$ cat src/design/palette_pixel_unpacker_macros.svh
// assertion macros for the palette pixel unpacker
// used by the top level only; no other dependencies
`ifndef PALETTE_PIXEL_UNPACKER_MACROS_SVH
`define PALETTE_PIXEL_UNPACKER_MACROS_SVH

// condition holds in the same cycle
`define PPU_ASSERT_NOW(label, clk, rst, ante, cons) \
   label: assert property (@(posedge clk) disable iff (rst) (ante) |-> (cons)) \
      else $error("assertion failed");

// condition holds in the next cycle
`define PPU_ASSERT_NEXT(label, clk, rst, ante, cons) \
   label: assert property (@(posedge clk) disable iff (rst) (ante) |=> (cons)) \
      else $error("assertion failed");

`endif

$ cat src/design/ppu_ram.sv
// generic single-write, single-read synchronous ram with registered read
// no dependencies
`timescale 1ns / 1ps

module ppu_ram #(
   parameter int WIDTH = 8,
   parameter int DEPTH = 256
) (
   input  logic                     clock,
   input  logic                     wr_en,
   input  logic [$clog2(DEPTH)-1:0] wr_addr,
   input  logic [WIDTH-1:0]         wr_data,
   input  logic                     rd_en,
   input  logic [$clog2(DEPTH)-1:0] rd_addr,
   output logic [WIDTH-1:0]         rd_data
);

   logic [WIDTH-1:0] mem_ff [DEPTH];
   logic [WIDTH-1:0] rd_data_ff;

   always_ff @(posedge clock) begin
      if (wr_en) begin
         mem_ff[wr_addr] <= wr_data;
      end
      if (rd_en) begin
         rd_data_ff <= mem_ff[rd_addr];
      end
   end

   assign rd_data = rd_data_ff;

endmodule

$ cat config.mk
export PLATFORM = sky130hd
export DESIGN_NAME = ppu_ram
export DESIGN_NICKNAME = d
export VERILOG_FILES = /design/src/design/palette_pixel_unpacker_macros.svh /design/src/design/ppu_ram.sv
export SDC_FILE = /design/constraint.sdc
export NUM_CORES = 2
export LEC_CHECK = 0
export BUFFER_PORTS_ARGS = -buffer_cell sky130_fd_sc_hd__buf_2
export CORE_ASPECT_RATIO = 0.8
export CORE_MARGIN = 5
export CORE_UTILIZATION = 42
export CTS_BUF_LIST = sky130_fd_sc_hd__clkbuf_8 sky130_fd_sc_hd__clkbuf_16
export DETAILED_ROUTE_END_ITERATION = 16
export GPL_TIMING_DRIVEN = 0
export PLACE_DENSITY_LB_ADDON = 0.15
export SLEW_MARGIN = 20
export SYNTH_ARGS = -nofsm -noshare
export SYNTH_HDL_FRONTEND = slang
export SYNTH_SLANG_ARGS = --single-unit
$ cat constraint.sdc
create_clock -name clock -period 3.1 [get_ports clock]
set_input_delay 0.155 -clock clock [delete_from_list [all_inputs] [get_ports clock]]
set_output_delay 0.155 -clock clock [all_outputs]
set_load 0.1 [all_outputs]
==> results.sh <==
export IMPL_pre_cts_ws_ns=-2.013
export IMPL_violated_checks="negative setup slack"
export IMPL_grt_start_max_net_pins=117
export IMPL_finish_net_count=4029
export IMPL_initial_core_util_pct=42.07
export IMPL_layout_setup_ws_ns=-0.1143
export IMPL_core_area_sq_um=189300
export IMPL_antenna_found_initial=19
export IMPL_synth_yosys_seq_area_share_pct=77.53
export IMPL_clock_sink_count=2056
export IMPL_synth_lib_cells_used_distinct=54
export IMPL_finish_utilization_pct=47.79
export IMPL_chipHeight_microns=399.5
export IMPL_die_width_microns=496.8
export IMPL_timing_clock_skew_ns=0.03612
export IMPL_placement_rows=143
export IMPL_max_slew_margin_pct=16.61
export IMPL_layout_worst_path_cycle_share_pct=103.7
export IMPL_route_vias_total=41890
export IMPL_worst_ep_arrival_time_ns=3.76
export IMPL_clkSlewWorstSetupHoldPaths_ns=0.06
export IMPL_postSynthNetCount=3760
export IMPL_grt_pass1_vias=39840
export IMPL_grt_pass1_wl_microns=347600
export IMPL_tightest_slew_ns=1.251
export IMPL_commonest_cells_after_routing_fill_and_taps_aside="2056 x edfxtp_1, 454 x mux4_2, 273 x nor2_1"
export IMPL_critical_path_top_delay_family="buffers and inverters"
export IMPL_critical_path_peak_fanout=10
export IMPL_area_delta_synth_final_pct=13.60
export IMPL_outcome="complete, but fails checks"
export IMPL_synthCells=3733
export IMPL_irDropWorstVdd_uv=460.5
export IMPL_post_route_cells_drive_above_1_share_pct=24.36
export IMPL_syn_area_per_cell_sq_um=21.33
export IMPL_grt_util_all_layers_pct=25.73
export IMPL_synth_seq_cells=2056
export IMPL_routedWlPerCell_microns=38.60
export IMPL_synth_flop_cell="edfxtp_1"
export IMPL_totalWireLength_microns=258400
export IMPL_cellLeakagePower_nw=27.97
export IMPL_clock_latency_on_the_worst_skew_pair_ns=0.82
export IMPL_final_hold_vios=0
export IMPL_drt_pass1_iterations=8
export IMPL_fmax_mhz=311.1
export IMPL_globalplace_congestion=0.8936
export IMPL_place_port_buffers=27
export IMPL_ant_nets=0
export IMPL_layout_min_cycle_time_ns=3.214
export IMPL_p_total_mw=57.27
export IMPL_timing_setup_critical_path_class="in2reg"
export IMPL_worst_setup_path_end_kind="register"
export IMPL_io_pins=35
export IMPL_gr_total_overflow=0
export IMPL_post_route_drc_count=0
export IMPL_class_of_the_worst_hold_path="in2reg"
export IMPL_dp_hpwl_microns=177100
export IMPL_fraction_of_registers_with_async_set_or_reset_after_synthesis_pct=0
export IMPL_timing_critical_path_required_ns=3.65
export IMPL_final_max_slew_violation_count=0
export IMPL_clock_tree_htree_level_count=4
export IMPL_ctsLongestPathBuffers=3
export IMPL_cts_made_buffers=198
export IMPL_drv_cap=0
export IMPL_cpPeakStageDelay_ns=0.87
export IMPL_vias_per_cell=6.258
export IMPL_number_of_enable_type_register_cells_in_the_synthesized_netlist=2056
export IMPL_rsz0062_at_grt="false"
export IMPL_layout_commonest_cell="edfxtp_1"
export IMPL_setup_viol_count_final=22
export IMPL_filler_cell_count=15730
export IMPL_die_area_sq_um=198500
export IMPL_root_cell_of_the_clock_tree="clkbuf_16"
export IMPL_worst_path_bufs_invs=4
export IMPL_crit_path_start_kind="primary input"
export IMPL_crit_chain="buf_2, buf_2, nor2b_1, buf_1, clkbuf_1, a22oi_1, a21oi_1, nor4_2, nor4_2"
export IMPL_synthesis_area_sq_um=79640
export IMPL_drt_first_iter_violations=6472
export IMPL_crit_slowest_cell="clkbuf_1"
export IMPL_power_density_nw_per_um2=633.0
export IMPL_cts_tree="done"
export IMPL_yosysWarnings=0
export IMPL_timing_hold_ws_ns=0.2852
per-stage QoR:
step,instances,area [sq um],TNS [ns]
floorplan,3733,79640,0
global placement,6297,82950,-4085.04
detailed placement,6329,83920,-281.61
CTS,6686,90360,0
global route,6688,90450,0
finish,6693,90470,-1.283
final cells by class:
type                            instances  area (sq um)  area share, %
Multi-Input combinational cell       1442         16850          18.63
Antenna cell                            5         12.51        0.01383
Clock inverter                        148         955.9          1.057
Clock buffer                          201          5030          5.560
Tap cell                             2537          3174          3.509
Timing Repair Buffer                   71          1119          1.236
Inverter                                2         7.507       0.008298
Sequential cell                      2056         61740          68.25
Buffer                                231          1574          1.740
metal layers:
layer,wire length [microns],part of all wire (%),global-route usage [%]
met3,29550,11,6.909
met5,246,0.095,0.6799
met4,8278,3.2,7.766
met1,111100,43,39.34
met2,109200,42,36.03
tightest hold or removal path: stages:
cell and delay (ns):
clkbuf_1 0.20, nand3_1 0.28, nor2_1 0.25
timing repair:
action	4_1_cts	5_1_grt
pin swaps	0	1
buffers inserted	0	3
gates resized for setup	87	22
hold buffers	9	0
endpoints found under the hold margin	560	0
endpoints found under the setup margin	8	31
logic make-up (layout without fill, tap and decap cells):
| family | count (synthesis) | after routing | share of synthesized area (%) |
|---|---|---|---|
| buffers and inverters | 235 | 653 | 1.829 |
| other | 0 | 5 | 0 |
| AO/OA/AOI/OAI | 385 | 385 | 3.416 |
| AND/OR/NAND/NOR | 466 | 466 | 2.625 |
| multiplexers | 591 | 591 | 14.60 |
| flip-flops | 2056 | 2056 | 77.53 |
synth_stat cells (2+ instances only):
master	n	area, sq um
a2111oi_1	2	20.02
nor3_1	22	110.1
buf_4	27	202.7
o21ai_1	2	10.01
mux4_2	454	10220
nand3_1	34	170.2
o22a_1	5	43.79
a211oi_1	16	120.1
o221ai_1	46	402.9
a311oi_1	2	17.52
o22ai_1	28	175.2
nand2b_1	8	50.05
clkbuf_1	111	416.7
buf_2	31	155.2
or2_2	4	25.02
o21ai_0	10	50.05
a22o_1	8	70.07
mux4_1	2	52.55
a31oi_1	2	12.51
nand4_1	10	62.56
buf_8	13	195.2
nor2_1	282	1059
a2111oi_0	2	17.52
mux2i_1	134	1341
nor2b_1	31	193.9
and3b_1	2	17.52
o211ai_1	10	75.07
nand2_1	33	123.9
a221oi_1	13	113.9
buf_1	22	82.58
buf_12	8	160.2
o32ai_1	4	35.03
nor4_2	3	37.54
nor4_1	24	150.1
edfxtp_1	2056	61740
and2_1	6	37.54
a21oi_1	96	480.5
nand3b_1	2	15.01
a22oi_1	133	998.5
buf_6	21	236.5
sequential cells by signal, indices dropped and copies added, names as in the netlist:
name and flops:
rd_data 8, mem_ff 2048
final timing paths:
path	slack, ns	cells after the start	startpoint	endpoint
worst max register to register	0.10	6	mem_ff[136][1]	rd_data[1]
worst min register to register	1.13	5	mem_ff[50][2]	rd_data[2]
worst max-delay path	-0.11	9	rd_addr[3]	rd_data[1]
worst min-delay path	0.29	3	wr_addr[1]	mem_ff[155][5]
report_power, final:
part	internal (mW)	total, mW	switching (mW)
clock network	12.5	23.0	10.5
logic	1.07	3.64	2.57
registers	30.7	30.7	0.0238
total	44.2	57.3	13.0
No activity file was read; power rests on OpenSTA's default activity.
