==> src/design/palette_pixel_unpacker_macros.svh <==
// assertion macros for the palette pixel unpacker
// used by the top level only; no other dependencies
`ifndef PALETTE_PIXEL_UNPACKER_MACROS_SVH
`define PALETTE_PIXEL_UNPACKER_MACROS_SVH

// condition holds in the same cycle
`define PPU_ASSERT_NOW(label, clk, rst, ante, cons) \
   label: assert property (@(posedge clk) disable iff (rst) (ante) |-> (cons)) \
      else $error("assertion failed");

// condition holds in the next cycle
`define PPU_ASSERT_NEXT(label, clk, rst, ante, cons) \
   label: assert property (@(posedge clk) disable iff (rst) (ante) |=> (cons)) \
      else $error("assertion failed");

`endif

==> src/design/ppu_pkg.sv <==
// shared types and codes for the palette pixel unpacker
// no dependencies
`timescale 1ns / 1ps

package ppu_pkg;

   localparam int PAL_DEPTH = 256;
   localparam int PAL_AW    = 8;
   localparam int COMP_W    = 8;
   localparam int COLOUR_W  = 24;

   // transaction actions
   localparam logic [1:0] ACT_WRITE  = 2'd0;
   localparam logic [1:0] ACT_WORD   = 2'd1;
   localparam logic [1:0] ACT_BORDER = 2'd2;

   // register write selectors, data bits 31:28
   localparam logic [3:0] REG_PALETTE = 4'h0;
   localparam logic [3:0] REG_POINTER = 4'h1;
   localparam logic [3:0] REG_BORDER  = 4'h4;
   localparam logic [3:0] REG_MODE    = 4'he;

   localparam logic [31:0] POINTER_RSVD_MASK = 32'h0fffff00;
   localparam logic [31:0] MODE_RSVD_MASK    = 32'h0ff00000;

   // pixel modes
   localparam logic [2:0] MODE_1BPP  = 3'd0;
   localparam logic [2:0] MODE_2BPP  = 3'd1;
   localparam logic [2:0] MODE_4BPP  = 3'd2;
   localparam logic [2:0] MODE_8BPP  = 3'd3;
   localparam logic [2:0] MODE_16BPP = 3'd4;
   localparam logic [2:0] MODE_32BPP = 3'd6;

   typedef struct packed {
      logic                en;
      logic [PAL_AW-1:0]   addr;
      logic [COLOUR_W-1:0] data;
   } ppu_wr_type;

   typedef struct packed {
      logic [PAL_AW-1:0] red;
      logic [PAL_AW-1:0] green;
      logic [PAL_AW-1:0] blue;
   } ppu_addr_type;

   // one pixel leaving the sequencer
   typedef struct packed {
      logic                issue;
      logic                last;
      logic                bad;
      logic                use_ram;
      logic [COLOUR_W-1:0] colour;
   } ppu_tag_type;

endpackage

==> src/design/ppu_seq.sv <==
// front sequencer: holds one transaction, applies register writes and
// steps a video word into one palette lookup per cycle while advance is high; uses ppu_pkg
`timescale 1ns / 1ps

module ppu_seq (
   input  logic                  clock,
   input  logic                  reset,
   input  logic                  req_valid,
   output logic                  req_ready,
   input  logic [1:0]            req_action,
   input  logic [31:0]           req_data,
   input  logic                  advance,
   output ppu_pkg::ppu_tag_type  tag,
   output ppu_pkg::ppu_addr_type rd_addr,
   output ppu_pkg::ppu_wr_type   wr
);
   import ppu_pkg::*;

   logic                s0_valid_ff, s0_valid_in;
   logic [1:0]          s0_action_ff, s0_action_in;
   logic [31:0]         s0_data_ff, s0_data_in;
   logic [4:0]          s0_index_ff, s0_index_in;
   logic [PAL_AW-1:0]   pointer_ff, pointer_in;
   logic [COLOUR_W-1:0] border_ff, border_in;
   logic [2:0]          mode_ff, mode_in;

   logic [3:0]  nibble;
   logic [4:0]  last_idx;
   logic [31:0] data_shifted;
   logic        is_pixel;
   logic        last_pix;
   logic        issue;
   logic        done_now;
   logic        bad;

   always_comb begin
      nibble       = s0_data_ff[31:28];
      last_idx     = 5'd0;
      data_shifted = s0_data_ff;
      bad          = 1'b0;
      rd_addr      = '{red: s0_data_ff[7:0], green: s0_data_ff[7:0],
                       blue: s0_data_ff[7:0]};
      unique case (mode_ff)
         MODE_1BPP: begin
            last_idx     = 5'd31;
            data_shifted = {1'b0, s0_data_ff[31:1]};
            rd_addr      = '{red: {7'd0, s0_data_ff[0]}, green: {7'd0, s0_data_ff[0]},
                             blue: {7'd0, s0_data_ff[0]}};
         end
         MODE_2BPP: begin
            last_idx     = 5'd15;
            data_shifted = {2'd0, s0_data_ff[31:2]};
            rd_addr      = '{red: {6'd0, s0_data_ff[1:0]}, green: {6'd0, s0_data_ff[1:0]},
                             blue: {6'd0, s0_data_ff[1:0]}};
         end
         MODE_4BPP: begin
            last_idx     = 5'd7;
            data_shifted = {4'd0, s0_data_ff[31:4]};
            rd_addr      = '{red: {4'd0, s0_data_ff[3:0]}, green: {4'd0, s0_data_ff[3:0]},
                             blue: {4'd0, s0_data_ff[3:0]}};
         end
         MODE_8BPP: begin
            last_idx     = 5'd3;
            data_shifted = {8'd0, s0_data_ff[31:8]};
         end
         MODE_16BPP: begin
            last_idx     = 5'd1;
            data_shifted = {16'd0, s0_data_ff[31:16]};
            rd_addr      = '{red: s0_data_ff[7:0], green: s0_data_ff[11:4],
                             blue: s0_data_ff[15:8]};
         end
         MODE_32BPP: begin
            rd_addr      = '{red: s0_data_ff[7:0], green: s0_data_ff[15:8],
                             blue: s0_data_ff[23:16]};
         end
         default: begin
            bad = 1'b1;
         end
      endcase
   end

   assign is_pixel  = (s0_action_ff == ACT_WORD) || (s0_action_ff == ACT_BORDER);
   assign last_pix  = (s0_action_ff == ACT_BORDER) || (s0_index_ff == last_idx);
   assign issue     = s0_valid_ff && is_pixel && advance;
   assign done_now  = s0_valid_ff && (!is_pixel || (advance && last_pix));
   assign req_ready = !s0_valid_ff || done_now;

   always_comb begin
      tag.issue   = issue;
      tag.last    = last_pix;
      tag.bad     = 1'b0;
      tag.use_ram = 1'b0;
      tag.colour  = border_ff;
      if (s0_action_ff == ACT_WORD) begin
         tag.bad     = bad;
         tag.use_ram = !bad;
         tag.colour  = '0;
      end
   end

   // register writes take effect while the transaction sits here
   always_comb begin
      wr.en      = 1'b0;
      wr.addr    = pointer_ff;
      wr.data    = s0_data_ff[COLOUR_W-1:0];
      pointer_in = pointer_ff;
      border_in  = border_ff;
      mode_in    = mode_ff;
      if (s0_valid_ff && (s0_action_ff == ACT_WRITE)) begin
         unique case (nibble)
            REG_PALETTE: begin
               wr.en      = 1'b1;
               pointer_in = pointer_ff + 1'b1;
            end
            REG_POINTER: begin
               if ((s0_data_ff & POINTER_RSVD_MASK) == '0) begin
                  pointer_in = s0_data_ff[PAL_AW-1:0];
               end
            end
            REG_BORDER: begin
               border_in = s0_data_ff[COLOUR_W-1:0];
            end
            REG_MODE: begin
               if ((s0_data_ff & MODE_RSVD_MASK) == '0) begin
                  mode_in = s0_data_ff[7:5];
               end
            end
            default: begin
            end
         endcase
      end
   end

   always_comb begin
      s0_valid_in  = s0_valid_ff;
      s0_action_in = s0_action_ff;
      s0_data_in   = s0_data_ff;
      s0_index_in  = s0_index_ff;
      if (req_ready) begin
         s0_valid_in  = req_valid;
         s0_action_in = req_action;
         s0_data_in   = req_data;
         s0_index_in  = 5'd0;
      end else if (issue) begin
         s0_data_in  = data_shifted;
         s0_index_in = s0_index_ff + 1'b1;
      end
   end

   always_ff @(posedge clock) begin
      if (reset) begin
         s0_valid_ff <= 1'b0;
         pointer_ff  <= '0;
         border_ff   <= '0;
         mode_ff     <= MODE_1BPP;
      end else begin
         s0_valid_ff <= s0_valid_in;
         pointer_ff  <= pointer_in;
         border_ff   <= border_in;
         mode_ff     <= mode_in;
      end
      s0_action_ff <= s0_action_in;
      s0_data_ff   <= s0_data_in;
      s0_index_ff  <= s0_index_in;
   end

endmodule

==> config.mk <==
export PLATFORM = sky130hd
export DESIGN_NAME = ppu_seq
export DESIGN_NICKNAME = d
export VERILOG_FILES = /design/src/design/palette_pixel_unpacker_macros.svh /design/src/design/ppu_pkg.sv /design/src/design/ppu_seq.sv
export SDC_FILE = /design/constraint.sdc
export NUM_CORES = 1
export LEC_CHECK = 0
export ABC_CLOCK_PERIOD_IN_PS = 4200
export BUFFER_PORTS_ARGS = -buffer_cell sky130_fd_sc_hd__buf_2
export CAP_MARGIN = 5
export CORE_ASPECT_RATIO = 2
export CORE_MARGIN = 2
export CORE_UTILIZATION = 57
export DETAILED_ROUTE_END_ITERATION = 7
export PLACE_DENSITY = 0.91
export REMOVE_ABC_BUFFERS = 1
export SLEW_MARGIN = 5
export SYNTH_ARGS = -nofsm -noshare
export SYNTH_HDL_FRONTEND = slang
export SYNTH_SLANG_ARGS = --single-unit
==> constraint.sdc <==
create_clock -name clock -period 4.2 [get_ports clock]
set_input_delay 0.21 -clock clock [delete_from_list [all_inputs] [get_ports clock]]
set_output_delay 0.21 -clock clock [all_outputs]
set_load 0.03 [all_outputs]
==> metrics.md <==
| Metric | Value |
|---|---|
| Status | completed |
| TritonCTS buffer count | 9 |
| H-tree depth | 3 |
| Vias in the first global route | 4877 |
| Largest net degree at the start of global routing | 60 |
| Cell Pwr Density | roughly 640 nW/um^2 |
| First-pass GRT wire length | approximately 24000 um |
| Final std cells w/o fill | 788 |
| Grt ovf | 0 |
| Cts repair resizes | 0 |
| Residual DRC | 0 |
| Core ar. | 9260 sq um |
| CTS sink cnt | 75 |
| Final Power | between 3 and 4 mW |
| Top FF cell, synth | dfxtp_1 |
| Sequential area share after synthesis | 34.4% |
| Final wirelength | 15600 um |
| CP cell instances | buf_4, buf_4, nor2b_1, a21oi_1, o21ai_0, a22o_1, buf_2 |
| Buf/Inv on CP | 3 |
| Wire length per cell | around 20 um |
| Number of flops mapped to enable cells by yosys | 34 |
| Synth area leaders | edfxtp_1 (19%), dfxtp_1 (15%), mux2i_1 (7.8%), nand2_1 (6.0%), mux2_4 (5.9%) |
| Die area | just over 10000 sq um |
| HP Class | in2reg |
| Mapped Cells | 629 |
| FFs w/ async S/R, synth | 0% |
| Placed insts | roughly 770 |
| CP arrival | 2.63 ns |
| Share of the synthesized area in the top cell type | between 10% and 20% |
| CP Max Fanout | 43 |
| CP Capture Type | primary output |
| Worst Tran Pin Value | between 1 and 1.5 ns |
| Worst R2R Setup Slack | approximately 1.7 ns |
| I/O pin cnt | around 120 |
| GRT Total Usage | between 30% and 40% |
| Slew margin rel. | between 20% and 30% |
| Port Buf Inserts | approximately 120 |
| Post-route clock period utilization | between 60% and 70% |
| YS warnings | 0 |
| Synth Cell Area | between 5000 and 6000 sq um |
| Slowest cell on crit path | dfxtp_2 |
| Clock slew at reported path FFs | ~0.06 ns |
| Crit Path Class | reg2out |
| Initial antenna violation count | 0 |
| Achievable clock frequency | ~0.35 GHz |
| Die Wd | between 70 and 80 um |
| Row count | 50 |
| Number of hold buffers added after cts | 0 |
| HPWL after DPL | between 10000 and 15000 um |
| CTS Buffer Depth | 2 |
| Final Max Tran Viols | 0 |
| Final RePlAce weighted congestion | ~0.95 |
| Most frequent cells in the layout | buf_2 (123), nand2_1 (85), a21oi_1 (61), mux2i_1 (42), dfxtp_1 (38) |
| Crit path max-delay family | buffers and inverters |
| Die Y | 141 um |
| Layout cell share with drive strength beyond 1 | 25.4% |
| Final core utilization | 65.0% |
| Leakage | approximately 2.6 nW |
| Commonest non-fill, non-tap cell in the layout | buf_2 |
| Initial DRC Count | between 600 and 700 |
| Period minus WS final | between 2 and 3 ns |
| Vias per Instance | about 6.5 |
| Total number of vias | between 5k and 6k |
| Area Growth Syn to Fin | 12.2% |
| Worst path required time | about 4.0 ns |
| First-pass DRT Iterations | 6 |
| Cell repeated most along the worst path | buf_4 |
| Hold slack final | 0.0483 ns |
| Max cap viols | 0 |
| RSZ-0062 raised after global routing | no |
| Setup TNS | 0 ns |
| Syn avg cell area | between 8 and 9 sq um |
| Post-layout nets | 722 |
| Final hold violations | 0 |
| Nature of the critical path startpoint | flip-flop |
| Clk root buf | clkbuf_16 |
| Critical Path Max Stage Delay | 0.49 ns |
| Post-CTS setup buffers | 0 |
| Distinct cells, synth | 53 |
| Initial Util | slightly below 60% |
| CTS tree | built |
| Synth Register Bits | 75 |
| Worst-skew pair later-pin latency | 0.34 ns |
| Final setup violation count | 0 |
| N_diodes | 0 |
| Peak supply drop | about 390 uV |
| Layout Skew | between 0.01 and 0.015 ns |
| Post-DRT Antenna Nets | 0 |
| Post-synth top area cell | edfxtp_1 |
## cells in the mapped netlist, types with 10 or more instances
cell type  instances
edfxtp_1          34
buf_2             14
clkbuf_1          43
nand3_1           13
a221o_1           15
mux2_4            21
nand2_1           85
buf_4             27
nor2b_1           37
nor2_1            25
dfxtp_1           41
o21ai_0           36
a22o_1            13
mux2i_1           42
a211oi_1          10
a21oi_1           61
inv_1             15
## cells by family (layout without fill, tap and decap cells)
| family | after synthesis | count (layout) | synth area share [%] |
|---|---|---|---|
| buffers and inverters | 108 | 163 | 10.3 |
| xor gates and xnor gates | 10 | 10 | 1.63 |
| and+or+nand+nor | 201 | 201 | 18.5 |
| adders and majority gates | 5 | 5 | 1.17 |
| muxes | 63 | 63 | 13.7 |
| AOI/OAI and AO/OA | 167 | 167 | 20.3 |
| DFF | 75 | 75 | 34.4 |
## flip-flops by register name, summed over array words and instances (netlist names)
signal and cells:
mode_ff 3, s0_valid_ff 1, s0_data_ff 32, border_ff 24, pointer_ff 8, s0_index_ff 5
s0_action_ff 2
## area by class of cell
type                    count  area [sq um]
clock buffers              14           307
clock inverters             2          11.3
fillers                   772          3240
inverters                  16          60.1
multi-input cells         446          2970
flip-flops and latches     75          1850
well taps                 104           130
repair buffers            131           688
## power by group
| group | switching (mW) | internal (mW) | total (mW) |
|---|---|---|---|
| sequential | 0.521 | 1.05 | 1.57 |
| combinational | 0.867 | 0.591 | 1.46 |
| clock | 0.306 | 0.504 | 0.811 |
## final timing paths
check | cells after the start | endpoint | from
max | 7 | rd_addr[2] | mode_ff[1]
min | 1 | s0_action_ff[1] | req_action[1]
max reg2reg | 6 | s0_data_ff[28] | mode_ff[1]
min reg2reg | 2 | border_ff[5] | border_ff[5]
## routing by layer
| metal | wire (um) | track usage (%) | vias up |
|---|---|---|---|
| met5 | 0 | 0 | - |
| met2 | 7810 | 48.7 | 337 |
| met1 | 5760 | 35.8 | 2374 |
| li1 | - | - | 2316 |
| met4 | 830 | 18.7 | 0 |
| met3 | 1220 | 6.50 | 78 |
## per-stage QoR
step	setup WS [ns]	instance area, sq um
2_1_floorplan	-1.14	4870
3_3_place_gp	1.80	5700
3_5_place_dp	1.71	5700
4_1_cts	1.42	6010
5_1_grt	1.24	6010
6_report	1.36	6010
Note: power is estimated with default switching activity, not from simulation.
